**src/hw/rtl/ksd_pkg.sv**
```systemverilog
// Package for the keypad scanner: result type, key characters and key lookup.
`timescale 1ns / 1ps

package ksd_pkg;

    localparam int unsigned CountWidth = 18;
    localparam int unsigned ThrWidth   = 16;

    localparam logic signed [CountWidth-1:0] COUNT_MAX = 18'sd131071;
    localparam logic signed [CountWidth-1:0] COUNT_MIN = -18'sd131072;

    localparam logic [ThrWidth-1:0] THRESHOLD_RESET = 16'd100;

    localparam logic [7:0] CHAR_NONE  = 8'h6E; // 'n'
    localparam logic [7:0] CHAR_ERR   = 8'h45; // 'E'
    localparam logic [7:0] CHAR_1     = 8'h31;
    localparam logic [7:0] CHAR_2     = 8'h32;
    localparam logic [7:0] CHAR_3     = 8'h33;
    localparam logic [7:0] CHAR_4     = 8'h34;
    localparam logic [7:0] CHAR_5     = 8'h35;
    localparam logic [7:0] CHAR_6     = 8'h36;
    localparam logic [7:0] CHAR_7     = 8'h37;
    localparam logic [7:0] CHAR_8     = 8'h38;
    localparam logic [7:0] CHAR_9     = 8'h39;
    localparam logic [7:0] CHAR_0     = 8'h30;
    localparam logic [7:0] CHAR_STAR  = 8'h2A;
    localparam logic [7:0] CHAR_HASH  = 8'h23;

    localparam logic [2:0] COLS_IDLE = 3'b111;

    // config register index, taken from paddr[2]
    localparam logic REG_THRESHOLD = 1'b0;

    typedef struct packed {
        logic       key_valid;
        logic [7:0] key_code;
    } ksd_result_t;

    // col and row are zero-based; row_any low means no row was low
    function automatic logic [7:0] key_lookup(input logic [1:0] col, input logic [1:0] row,
                                              input logic row_any);
        logic [7:0] ch;
        ch = CHAR_ERR;
        if (row_any) begin
            case ({col, row})
                4'b00_00: ch = CHAR_1;
                4'b00_01: ch = CHAR_4;
                4'b00_10: ch = CHAR_7;
                4'b00_11: ch = CHAR_STAR;
                4'b01_00: ch = CHAR_2;
                4'b01_01: ch = CHAR_5;
                4'b01_10: ch = CHAR_8;
                4'b01_11: ch = CHAR_0;
                4'b10_00: ch = CHAR_3;
                4'b10_01: ch = CHAR_6;
                4'b10_10: ch = CHAR_9;
                4'b10_11: ch = CHAR_HASH;
                default:  ch = CHAR_ERR;
            endcase
        end
        return ch;
    endfunction

endpackage

```
**src/hw/rtl/keypad_scan_debounce.sv**
```systemverilog
// Top level: config register port, debounce core and output register.
// Latency: a result is valid in the cycle after its poll is transferred in.
// Throughput: one poll per cycle while results are taken; the output register
// lets a new poll enter in the same cycle as the waiting result is taken.
// Reset (rst_n low, async): count 0, unlocked, threshold 100, no result held.
`timescale 1ns / 1ps

module keypad_scan_debounce (
    input  logic        clk,
    input  logic        rst_n,
    input  logic        psel,
    input  logic        penable,
    input  logic        pwrite,
    input  logic [2:0]  paddr,
    input  logic [31:0] pwdata,
    output logic [31:0] prdata,
    output logic        pready,
    input  logic        in_valid,
    output logic        in_ready,
    input  logic [2:0]  column_levels,
    input  logic [3:0]  row_levels,
    output logic        out_valid,
    input  logic        out_ready,
    output logic        key_valid,
    output logic [7:0]  key_code
);
    import ksd_pkg::*;

    logic [ThrWidth-1:0] threshold_reg;
    logic                out_valid_reg;
    ksd_result_t         result_reg;
    ksd_result_t         core_result;
    logic                accept;
    logic                cfg_write;

    assign pready    = 1'b1;
    assign cfg_write = psel && penable && pwrite && (paddr[2] == REG_THRESHOLD);
    assign prdata    = (paddr[2] == REG_THRESHOLD) ? {16'd0, threshold_reg} : 32'd0;

    always_ff @(posedge clk or negedge rst_n)
    begin
        if (!rst_n)
            threshold_reg <= THRESHOLD_RESET;
        else if (cfg_write)
            threshold_reg <= pwdata[ThrWidth-1:0];
    end

    assign in_ready = !out_valid_reg || out_ready;
    assign accept   = in_valid && in_ready;

    ksd_core u_core (
        .clk           (clk),
        .rst_n         (rst_n),
        .accept        (accept),
        .column_levels (column_levels),
        .row_levels    (row_levels),
        .threshold     (threshold_reg),
        .result        (core_result)
    );

    always_ff @(posedge clk or negedge rst_n)
    begin
        if (!rst_n)
            out_valid_reg <= 1'b0;
        else if (in_ready)
            out_valid_reg <= in_valid;
    end

    always_ff @(posedge clk)
    begin
        if (accept)
            result_reg <= core_result;
    end

    assign out_valid = out_valid_reg;
    assign key_valid = result_reg.key_valid;
    assign key_code  = result_reg.key_code;

endmodule

```
**src/hw/rtl/ksd_core.sv**
```systemverilog
// Debounce state (count and lock flag) and the per-poll key decision.
`timescale 1ns / 1ps

module ksd_core (
    input  logic                           clk,
    input  logic                           rst_n,
    input  logic                           accept,
    input  logic [2:0]                     column_levels,
    input  logic [3:0]                     row_levels,
    input  logic [ksd_pkg::ThrWidth-1:0]   threshold,
    output ksd_pkg::ksd_result_t           result
);
    import ksd_pkg::*;

    logic signed [CountWidth-1:0] press_count_reg, press_count_next;
    logic                         locked_reg, locked_next;

    logic       col_any;
    logic [1:0] col_idx;
    logic       row_any;
    logic [1:0] row_idx;

    always_comb
    begin
        col_any = 1'b1;
        col_idx = 2'd0;
        if (!column_levels[0])      col_idx = 2'd0;
        else if (!column_levels[1]) col_idx = 2'd1;
        else if (!column_levels[2]) col_idx = 2'd2;
        else                        col_any = 1'b0;

        row_any = 1'b1;
        row_idx = 2'd0;
        if (!row_levels[0])      row_idx = 2'd0;
        else if (!row_levels[1]) row_idx = 2'd1;
        else if (!row_levels[2]) row_idx = 2'd2;
        else if (!row_levels[3]) row_idx = 2'd3;
        else                     row_any = 1'b0;
    end

    always_comb
    begin
        press_count_next = press_count_reg;
        locked_next      = locked_reg;
        result.key_valid = 1'b0;
        result.key_code  = CHAR_NONE;
        if (!locked_reg) begin
            if (col_any) begin
                if (press_count_reg < COUNT_MAX)
                    press_count_next = press_count_reg + 18'sd1;
                // threshold is unsigned: compare against it zero-extended
                if (press_count_next > $signed({2'b00, threshold})) begin
                    locked_next      = 1'b1;
                    result.key_valid = 1'b1;
                    result.key_code  = key_lookup(col_idx, row_idx, row_any);
                end
            end
        end else begin
            if (column_levels == COLS_IDLE && press_count_reg > COUNT_MIN)
                press_count_next = press_count_reg - 18'sd1;
            // unlock test runs on every locked poll, on the updated count
            if (press_count_next < 0)
                locked_next = 1'b0;
        end
    end

    always_ff @(posedge clk or negedge rst_n)
    begin
        if (!rst_n) begin
            press_count_reg <= '0;
            locked_reg      <= 1'b0;
        end else if (accept) begin
            press_count_reg <= press_count_next;
            locked_reg      <= locked_next;
        end
    end

    // count never drops below -1: unlocking happens on the first negative value
    a_count_floor: assert property (@(posedge clk) disable iff (!rst_n)
        press_count_reg >= -18'sd1)
        else $error("press count below -1");

    a_no_key_when_locked: assert property (@(posedge clk) disable iff (!rst_n)
        (accept && locked_reg) |-> !result.key_valid)
        else $error("key registered while locked");

    a_lock_after_key: assert property (@(posedge clk) disable iff (!rst_n)
        (accept && result.key_valid) |=> locked_reg)
        else $error("lock not set after key registration");

endmodule

```
**config.mk**
```make
export PLATFORM = sky130hd
export DESIGN_NAME = keypad_scan_debounce
export DESIGN_NICKNAME = d
export VERILOG_FILES = /design/src/hw/rtl/ksd_pkg.sv /design/src/hw/rtl/keypad_scan_debounce.sv /design/src/hw/rtl/ksd_core.sv
export SDC_FILE = /design/constraint.sdc
export NUM_CORES = 1
export LEC_CHECK = 0
export ABC_AREA = 1
export BUFFER_PORTS_ARGS = -buffer_cell sky130_fd_sc_hd__buf_2
export CAP_MARGIN = 15
export CORE_AREA = 2 2 101 83
export DETAILED_ROUTE_END_ITERATION = 8
export DIE_AREA = 0 0 103 85
export PLACE_DENSITY = 0.83
export SLEW_MARGIN = 0
export SYNTH_ARGS = -nofsm -noshare
export SYNTH_HDL_FRONTEND = slang
export SYNTH_SLANG_ARGS = --single-unit
```
**constraint.sdc**
```tcl
create_clock -name clk -period 2.6 [get_ports clk]
set_input_delay 0.39 -clock clk [delete_from_list [all_inputs] [get_ports clk]]
set_output_delay 0.39 -clock clk [all_outputs]
set_load 0.02 [all_outputs]
```
Word-level counts from Yosys, hierarchy flattened

Memories as Yosys holds them, arrays and structs flattened.
Index checks and enable logic that the tools add are counted.

Add/sub/neg operators: 2
Magnitude comparators: 4
Equality and inequality tests: 1
Mux-type cells: 28
Bitwise gates (word level): 4
Reduce and logical (&&, ||, !) cells: 12

Operators by type and width:

| kind                                                | count |
|---|---|
| two-way mux 18 bit                                  | 7 |
| adder 18 x 2 -> 18 bit, second input constant       | 1 |
| > comparator 18 x 17 -> 1 bit                       | 1 |
| > comparator 18 bit, second input constant          | 1 |
| < comparator 18 x 1 -> 1 bit, second input constant | 1 |
| < comparator 18 bit, second input constant          | 1 |
| subtractor 18 x 2 -> 18 bit, second input constant  | 1 |
| two-way mux 16 bit                                  | 1 |
| two-way mux 2 bit                                   | 7 |
| two-way mux 1 bit                                   | 11 |
| two-way mux 9 bit                                   | 1 |
| two-way mux 8 bit                                   | 1 |
| logical AND 1 bit                                   | 5 |
| NOT 1 bit                                           | 4 |
| OR reduction 4 bit                                  | 1 |
| equality test 3 bit, second input constant          | 1 |
| OR reduction 3 bit                                  | 1 |
| AND reduction 2 bit                                 | 1 |
| nonzero test 2 bit                                  | 1 |
| OR reduction 2 bit                                  | 1 |
| logical NOT 1 bit                                   | 1 |
| logical OR 1 bit                                    | 1 |

Register bits after elaboration: 45
ROM bits: 112
Input bits: 49
Output and inout bits: 44
Logic and storage cells: 59
Memories kept: 1

Memory list:

| name             | words | width | rd ports | clocked after Yosys merged registers in | wr ports | RTL line      | text |
|---|---|---|---|---|---|---|---|
| (name not given) | 16    | 7     | 1        | 0                                       | 0        | ksd_pkg.sv:45 | `case ({col, row})` |

Logic depth before layout (Yosys ltp)

Gate-level depths: netlist of run 1.

Depth after elaboration: 9
Depth in mapped cells: 24
Mapped depth without buffers: 24

Modules after synthesis

A second synthesis of run 1 with hierarchy kept.

Cells, all modules: 524
Area total of the unflattened synthesis: 3789.9 um^2

Modules (own cells, without submodules):

| module               | times used | cells each | area each (um^2) | seq. area each (um^2) |
|---|---|---|---|---|
| ksd_core             | 1          | 384        | 2532.4           | 475.5 |
| keypad_scan_debounce | 1          | 140        | 1257.5           | 699.4 |

Worst setup path after synthesis of run 1

No wires, ideal clock.

Path kind: register to register
From: register u_core.press_count_reg[1]
To: register result_reg (netlist bit key_code[1]), data pin
Library setup time: 0.256 ns
Arrival time: 2.337 ns
Data required time: 2.344 ns
Setup slack: 0.008 ns
Stages on the path, launching flop included: 22
Buffers on the path: 0
Cell sequence: dfrtp_1 -> ha_1 -> inv_1 -> nor3_4 -> nand2_2 -> nor2_4 -> nand2_2 -> nand3_1 -> nand2_1 -> and2_1 -> ha_1 -> nand2_1 -> nor2_1 -> nand2_1 -> nand2_1 -> nand2_1 -> nand2_1 -> nand2_1 -> nand2_2 -> nand2_2 -> inv_2 -> nand2_1

Word-level cells in the longest chain between the ends: 7
Elaborated cells between the ends (all ways): 8
Those cells by class: add/sub (1); order compare (2); mux (3); bitwise (1); reduce/logical (1)

RTL lines:

| item                                                          | RTL line                       | text |
|---|---|---|
| start: declaration                                            | ksd_core.sv:15                 | `logic signed [CountWidth-1:0] press_count_reg, press_count_next;` |
| start signal: assignment                                      | ksd_core.sv:73                 | `press_count_reg <= press_count_next;` |
| adder 18 x 2 -> 18 bit or < comparator 18 bit (tied branches) | ksd_core.sv:50, ksd_core.sv:49 |  |
| two-way mux 18 bit *                                          | ksd_core.sv:49                 | `if (press_count_reg < COUNT_MAX)` |
| two-way mux 18 bit *                                          | ksd_core.sv:48                 | `if (col_any) begin` |
| two-way mux 18 bit *                                          | ksd_core.sv:47                 | `if (!locked_reg) begin` |
| > comparator 18 x 17 -> 1 bit *                               | ksd_core.sv:52                 | `if (press_count_next > $signed({2'b00, threshold})) begin` |
| NOT 1 bit (no source line) *                                  | -                              |  |
| OR reduction 3 bit (no source line) *                         | -                              |  |
| end signal: assignment                                        | keypad_scan_debounce.sv:72     | `result_reg <= core_result;` |
| end: declaration                                              | keypad_scan_debounce.sv:31     | `ksd_result_t result_reg;` |

Mark *: on every way between the ends. The rest lies on a longest branch, timed or not. The select of a mux whose other input is x is not followed.
A chain may end at the register's enable or synchronous reset.

Final worst setup path of run 1

From: register u_core.press_count_reg[0]
To: register u_core.press_count_reg[2]

Word-level cells in the longest chain between the ends: 6
Elaborated cells between the ends (all ways): 12
Those cells by class: add/sub (2); order compare (2); mux (7); reduce/logical (1)

RTL lines:

| item                                                          | RTL line |
|---|---|
| adder 18 x 2 -> 18 bit or < comparator 18 bit (tied branches) | ksd_core.sv:50, ksd_core.sv:49 |
| two-way mux 18 bit                                            | ksd_core.sv:49 |
| two-way mux 18 bit                                            | ksd_core.sv:48 |
| two-way mux 18 bit                                            | ksd_core.sv:47 |
| two-way mux 18 bit                                            | ksd_core.sv:48 |
| two-way mux 18 bit *                                          | ksd_core.sv:47 |

Marked as above.

==> PnR_summary.wiki, run 1 <==
{| class="wikitable"
! Metric !! Value
|-
| Endpoint of the lowest-slack register-to-register path || u_core.press_count_reg[2]
|-
| Violation count after the first detailed-route iteration || 331
|-
| Grt ovf || 0
|-
| Overall track demand over capacity in global routing || 0.238
|-
| Max layer used || met4
|-
| Number of CTS-inserted buffers || 5
|-
| Initial core utilization || 0.477
|-
| Startpoint type of the worst setup path || flop
|-
| Proportion of synthesized chip area in sequential cells || 0.309
|-
| Reg-to-reg critical path startpoint || u_core.press_count_reg[0]
|-
| Vias || 3851
|-
| Wire length of the first global-routing pass || 16600 um
|-
| Series of cell instances along the critical path || ha_2 -> inv_2 -> nor3_4 -> nand3_2 -> nor2_4 -> nor3_1 -> a21oi_2 -> buf_4 -> buf_4 -> buf_4 -> buf_4 -> buf_4 -> buf_4 -> buf_4 -> buf_4 -> buf_4 -> buf_4 -> buf_4 -> nand2_1 -> nand2_1 -> nand2_1 -> nand2_1
|-
| Core Area || 7760 um^2
|-
| Clk network pwr share || 0.120
|-
| Register share of total power || 0.250
|-
| DPL Wire Length || 7530 um
|-
| Area delta synth->final || 26.8%
|-
| Cells after Synth || 525
|-
| Detailed route wirelength on metal2 || 4900 um
|-
| Horizontal extent of the die || 103 um
|-
| Internal power contribution || 2.07 mW
|-
| Number of endpoints failing setup at the final stage || 10
|-
| Largest net degree at the start of global routing || 37
|-
| Status || complete, but fails checks
|-
| Mean post-synth cell area || 7.05 um^2
|-
| Max Transition Viols Final || 0
|-
| Violations in the final reports || setup timing
|-
| Boundary pin count || 93
|-
| Final hold violations || 0
|-
| # rows || 29
|-
| Hold Worst Slack || 192 ps
|-
| Clock tree skew after final layout || 6.99 ps
|-
| Max transition margin || 0.435
|-
| Kind of critical path || reg -> reg
|-
| Synth Area in Compound Gates || 0.104
|-
| Count of state elements after synthesis || 44
|-
| Tot Pwr || 3.82 mW
|-
| Part of the cycle the worst path needs || 1.07
|-
| Cell types occupying the most area after synthesis || sky130_fd_sc_hd__dfrtp_1, sky130_fd_sc_hd__nand2_1, sky130_fd_sc_hd__ha_1
|-
| Average routed wire per standard cell || 13.5 um
|-
| Ratio of cells with drive above 1 in the final layout || 0.310
|-
| Clock transition at the registers of the reported paths || 80 ps
|-
| Logic pwr share || 0.630
|-
| M1 WL || 4220 um
|-
| F_max || 0.358 GHz
|-
| Design area || 4700 um^2
|-
| Area enclosed by the die boundary || 8760 um^2
|-
| Main combinational cell family by area after synthesis || simple AND/OR/NAND/NOR gates
|-
| Largest register FFs || 18
|-
| Shortest period the worst path allows || 2790 ps
|-
| Initial antenna violation count || 0
|-
| Least setup slack across all paths after layout || -191 ps
|-
| Slowest cell delay on critical path || 390 ps
|-
| Number of fill cells || 688
|-
| TritonCTS clock tree || done
|-
| Wire length reported by the detailed router || 10200 um
|-
| Leak pwr || 2.51 nW
|-
| Met3 Wirelength || 691 um
|-
| DR vias/cell || 5.11
|-
| Least-Margin Pin Slew || 847 ps
|-
| Cell area after placement || 4410 um^2
|-
| Antenna viol nets, final || 0
|-
| Placer congestion estimate || 0.992
|-
| IO buf count || 56
|-
| Worst Reg2Reg Path Length in Cells || 22
|-
| Clock latency on the worst-skew pair || 300 ps
|-
| Minimum setup slack among reg-to-reg paths || -190 ps
|-
| Critical path's most frequent cell || sky130_fd_sc_hd__buf_4
|-
| Count of max-cap constraint violations || 0
|-
| Floorplan die height || 85 um
|-
| Power density over the cells || 813 nW/um^2
|-
| Peak supply drop || 0.386 mV
|-
| Number of distinct standard cells referenced by the synthesized netlist || 41
|-
| Proportion of synthesized area in mux cells || 0.00541
|-
| Share of Yosys cell area claimed by the top area cell type || 0.223
|-
| Share of the synthesized netlist area taken by xor and xnor gates || 0.0544
|-
| Post-layout net count || 717
|-
| Number of global-route vias before repair || 3720
|-
| Maximum number of buffers from clock root to sink || 2
|-
| Post-route DRC || 0
|-
| Worst hold path type || in -> async
|-
| Sequential Area || 1140 um^2
|-
| Worst path required time || 2790 ps
|-
| Warnings, synthesis || 0
|-
| Critical Path Fanout Max || 4
|-
| Setup repair after global routing missed its margin || yes
|-
| Number of diodes added for antenna fixing || 0
|-
| Library cell occupying the most area in the post-synthesis netlist || sky130_fd_sc_hd__dfrtp_1
|-
| Simple-gate portion of the synthesized area || 0.318
|-
| Post-layout util || 0.605
|-
| Crit end category || flop
|-
| Num Clock Sinks || 44
|-
| Synth Cell Area || 3700 um^2
|-
| Switching share of power || 0.458
|-
| WP data arrival || 2990 ps
|-
| H-tree lvl count || 2
|-
| Root Buffer Master || sky130_fd_sc_hd__clkbuf_8
|-
| Net switching power figure || 1.75 mW
|-
| Start point of the critical path || u_core.press_count_reg[0]
|-
| Arithmetic-cell share of the synthesized area counting full adders, half adders and majority gates || 0.0811
|-
| First-pass DRT Iterations || 7
|-
| Capturing element of the worst setup path || u_core.press_count_reg[2]
|-
| Total area of multi-input combinational cells || 2250 um^2
|-
| CP max stage cell || sky130_fd_sc_hd__dfrtp_1
|-
| Aggregate negative setup slack || -1530 ps
|}
-- placed cells by master, fill, tap and decap left out, types with 3 or more instances in the layout --
cell and n:
sky130_fd_sc_hd__xor2_1 22, sky130_fd_sc_hd__conb_1 18, sky130_fd_sc_hd__a21oi_1 24, sky130_fd_sc_hd__clkbuf_8 6
sky130_fd_sc_hd__edfxtp_1 8, sky130_fd_sc_hd__dfstp_2 3, sky130_fd_sc_hd__nand3_2 6, sky130_fd_sc_hd__nand2_1 128
sky130_fd_sc_hd__inv_2 14, sky130_fd_sc_hd__nand4_1 11, sky130_fd_sc_hd__buf_2 56, sky130_fd_sc_hd__o21ai_0 24
sky130_fd_sc_hd__o21ai_2 4, sky130_fd_sc_hd__ha_1 22, sky130_fd_sc_hd__nand3_1 17, sky130_fd_sc_hd__nor2_1 62
sky130_fd_sc_hd__nand2_4 3, sky130_fd_sc_hd__nor2_2 6, sky130_fd_sc_hd__buf_4 72, sky130_fd_sc_hd__nor2_4 6
sky130_fd_sc_hd__inv_1 53, sky130_fd_sc_hd__nand2_2 9, sky130_fd_sc_hd__dfrtp_1 33, sky130_fd_sc_hd__nor3_1 8
-- power groups by stage --
stage | Clock (mW) | Sequential, mW | Combinational, mW
final | 0.460 | 0.954 | 2.40
after global routing | 0.481 | 0.968 | 2.65
after CTS | 0.461 | 0.951 | 2.27
after detailed placement | 0 | 0.964 | 2.09
after global placement | 0 | 0.958 | 2.00
after floorplan | 0 | 0.992 | 1.36
-- final cells by class --
| type | count | share of cell area |
|---|---|---|
| well taps | 108 | 0.0288 |
| multi-input cells | 397 | 0.479 |
| flip-flops and latches | 44 | 0.244 |
| clock inverters | 1 | 0.00133 |
| inverters | 68 | 0.0544 |
| clock buffers | 7 | 0.0184 |
| repair buffers | 128 | 0.175 |
-- synthesized netlist by cell type, drive strengths merged --
cell / n
dfstp: 3
o211ai: 2
nand3: 23
xor2: 23
dfrtp: 33
nand2: 140
a21boi: 2
or2: 2
conb: 2
o31ai: 1
clkinv: 1
and2: 2
o22ai: 2
mux2i: 2
inv: 67
o21ai: 30
nor2: 74
clkbuf: 8
nor3: 11
edfxtp: 8
o21a: 2
nand4: 12
ha: 24
buf: 24
a21oi: 27
-- timing repair --
item | CTS | global route
gates cloned | 0 | 0
setup buffers | 12 | 1
pin swaps | 12 | 7
gates resized for setup | 15 | 9
hold buffers | 0 | 0
endpoints found under the setup margin | 9 | 10
-- routing by layer --
metal  up-vias  GRT usage
met5         -          0
met4         0     0.0885
met3        47     0.0404
met2       175      0.403
met1      1766      0.304
li1       1863          -
-- how the worst min path moves through the flow --
| stage | end | slack [ps] | startpoint |
|---|---|---|---|
| 2_1_floorplan | out_valid | 90 | rst_n |
| 3_3_place_gp | out_valid | 500 | out_valid |
| 3_5_place_dp | out_valid | 520 | out_valid |
| 4_1_cts | threshold_reg[15] | 220 | rst_n |
| 5_1_grt | threshold_reg[4] | 270 | rst_n |
| 6_report | threshold_reg[3] | 190 | rst_n |
-- cell families after synthesis --
logic type / Yosys count
fa+ha+maj: 24
buf+inv: 100
flops: 44
simple gates: 264
other cells: 2
compound gates: 66
mux: 2
xor+xnor: 23
-- worst max-delay path, delay by kind of cell (launching register included) --
family	cells	cell delay, ps
AO/OA/AOI/OAI	1	70
buffers and inverters	12	1440
AND/OR/NAND/NOR	8	600
flip-flops	1	390
adder cells (fa/ha/maj)	1	200
-- metrics by stage --
stage,setup WS [ps],instances
6_report,-191,753
5_1_grt,-366,753
4_1_cts,-216,752
3_5_place_dp,-324,732
3_3_place_gp,-187,732
2_1_floorplan,7.60,541
Power figures use the tool's default switching activity.
==> run 2, diff against run 1 <==
--- a/config.mk
+++ b/config.mk
@@ -12,6 +12,7 @@
 export DETAILED_ROUTE_END_ITERATION = 8
 export DIE_AREA = 0 0 103 85
 export PLACE_DENSITY = 0.83
+export SETUP_SLACK_MARGIN = 0.15
 export SLEW_MARGIN = 0
 export SYNTH_ARGS = -nofsm -noshare
 export SYNTH_HDL_FRONTEND = slang
==> PnR_summary.wiki, run 2 (synthesized netlist as in run 1, its figures left out) <==
{| class="wikitable"
! Metric !! Value
|-
| Hold Worst Slack || 189 ps
|-
| Status || complete, but fails checks
|-
| Post-layout net count || 713
|-
| Non-Filler Instances || 749
|-
| Average routed wire per standard cell || 14.0 um
|-
| Tot Pwr || 3.79 mW
|-
| First-pass DRT Iterations || 5
|-
| Count of max-cap constraint violations || 0
|-
| Series of cell instances along the critical path || ha_2 -> inv_2 -> nor3_4 -> nand3_2 -> nor2_4 -> nor3_1 -> a21oi_1 -> ha_1 -> nand2_1 -> nand2_1 -> nand2_1 -> nand2_1 -> nand2_1 -> nand3_2 -> nand2_1 -> nand2_1 -> nand2_1 -> nand2_1 -> nand2_2 -> nand2_4 -> nand2_4 -> inv_2 -> nand2_1
|-
| # rows || 29
|-
| Violation count after the first detailed-route iteration || 317
|-
| Number of diodes added for antenna fixing || 0
|-
| Max Transition Viols Final || 0
|-
| Overall track demand over capacity in global routing || 0.240
|-
| Initial antenna violation count || 0
|-
| Shortest period the worst path allows || 2860 ps
|-
| Final hold violations || 0
|-
| Antenna viol nets, final || 0
|-
| Design area || 4690 um^2
|-
| IO buf count || 56
|-
| Slowest cell delay on critical path || 380 ps
|-
| Area enclosed by the die boundary || 8760 um^2
|-
| Worst path required time || 2670 ps
|-
| Initial core utilization || 0.477
|-
| Area delta synth->final || 26.6%
|-
| Horizontal extent of the die || 103 um
|-
| Violations in the final reports || setup timing
|-
| Wire length of the first global-routing pass || 16700 um
|-
| F_max || 0.349 GHz
|-
| CP max stage cell || sky130_fd_sc_hd__dfrtp_1
|-
| Clock transition at the registers of the reported paths || 90 ps
|-
| WP data arrival || 2940 ps
|-
| Num Clock Sinks || 44
|-
| H-tree lvl count || 2
|-
| Clock latency on the worst-skew pair || 310 ps
|-
| Kind of critical path || reg -> reg
|-
| Crit end category || flop
|-
| Power density over the cells || 808 nW/um^2
|-
| Grt ovf || 0
|-
| Root Buffer Master || sky130_fd_sc_hd__clkbuf_8
|-
| Aggregate negative setup slack || -1970 ps
|-
| Hold-fix buffers, CTS || 0
|-
| Peak supply drop || 0.467 mV
|-
| Least-Margin Pin Slew || 884 ps
|-
| Vias || 3874
|-
| Worst hold path type || in -> async
|-
| Startpoint type of the worst setup path || flop
|-
| Cell area after placement || 4430 um^2
|-
| DPL Wire Length || 7610 um
|-
| Clock tree skew after final layout || 5.41 ps
|-
| Critical Path Fanout Max || 5
|-
| Leak pwr || 2.51 nW
|-
| Maximum number of buffers from clock root to sink || 2
|-
| Number of CTS-inserted buffers || 5
|-
| Setup repair after global routing missed its margin || yes
|-
| TritonCTS clock tree || done
|-
| DR vias/cell || 5.17
|-
| Number of endpoints failing setup at the final stage || 9
|-
| Least setup slack across all paths after layout || -264 ps
|-
| Largest net degree at the start of global routing || 37
|-
| Wire length reported by the detailed router || 10500 um
|-
| Most frequent standard cell in the layout excluding fill and tap cells || sky130_fd_sc_hd__nand2_1
|-
| Critical path's most frequent cell || sky130_fd_sc_hd__nand2_1
|-
| Post-layout util || 0.604
|-
| Most used cells in the layout excluding fill and tap cells || sky130_fd_sc_hd__nand2_1, sky130_fd_sc_hd__buf_4, sky130_fd_sc_hd__nor2_1, sky130_fd_sc_hd__buf_2, sky130_fd_sc_hd__inv_1
|-
| Floorplan die height || 85 um
|-
| Largest register FFs || 18
|-
| Pre-CTS setup slack || -284 ps
|-
| Part of the cycle the worst path needs || 1.10
|-
| Core Area || 7760 um^2
|-
| Ratio of cells with drive above 1 in the final layout || 0.315
|-
| Placed Instances || 732
|-
| Number of global-route vias before repair || 3699
|-
| Max transition margin || 0.411
|-
| Boundary pin count || 93
|-
| Placer congestion estimate || 0.971
|-
| Post-route DRC || 0
|}
-- run 2: cell count changes in the layout (fill, tap and decap cells not counted), sizes merged --
cell	delta
clkinv	+1
clkbuf	-1
buf	-4
-- run 2: worst paths after layout --
path / cells after the start / startpoint / end / slack [ps]
max: 23 / u_core.press_count_reg[1] / key_code[1] / -260
min: 1 / rst_n / threshold_reg[4] / 190
max reg2reg: 23 / u_core.press_count_reg[1] / key_code[1] / -260
min reg2reg: 2 / threshold_reg[6] / threshold_reg[6] / 520
max in group asynchronous: 1 / rst_n / threshold_reg[8] / 1860
min in group clk: 3 / pwdata[6] / threshold_reg[6] / 320
-- run 2: cell type report --
type / instances / area (um^2)
fill: 672 / 3080
clock inverter: 2 / 11.3
inverter: 68 / 255
sequential: 44 / 1140
timing repair buffer: 124 / 803
tap: 108 / 135
clock buffer: 6 / 72.6
multi-input combinational: 397 / 2270
-- run 2: routing by layer --
layer  global-route usage  up-vias  part of all wire
met1                0.305     1798              0.41
met3               0.0461       35             0.074
met2                0.403      184              0.49
met4               0.0909        0             0.028
met5                    0        -                 0
li1                     -     1857                 -
-- run 2: worst max-delay path, delay by kind of cell, from the launching register on --
family                     cells  cell delay [ps]
AOI/OAI and AO/OA              1              200
adders and majority gates      2              390
buffers and inverters          2              120
DFF                            1              380
and+or+nand+nor               18             1510
-- run 2: where the power goes --
group	internal (mW)	total (mW)	switching, mW
clock	0.189	0.452	0.262
combinational	0.966	2.38	1.41
sequential	0.855	0.961	0.106
total	2.01	3.79	1.78
-- run 2: what timing repair did --
item,4_1_cts,5_1_grt
endpoints found under the setup margin,9,10
setup buffers,5,4
resized for setup,19,10
pin swaps,3,5
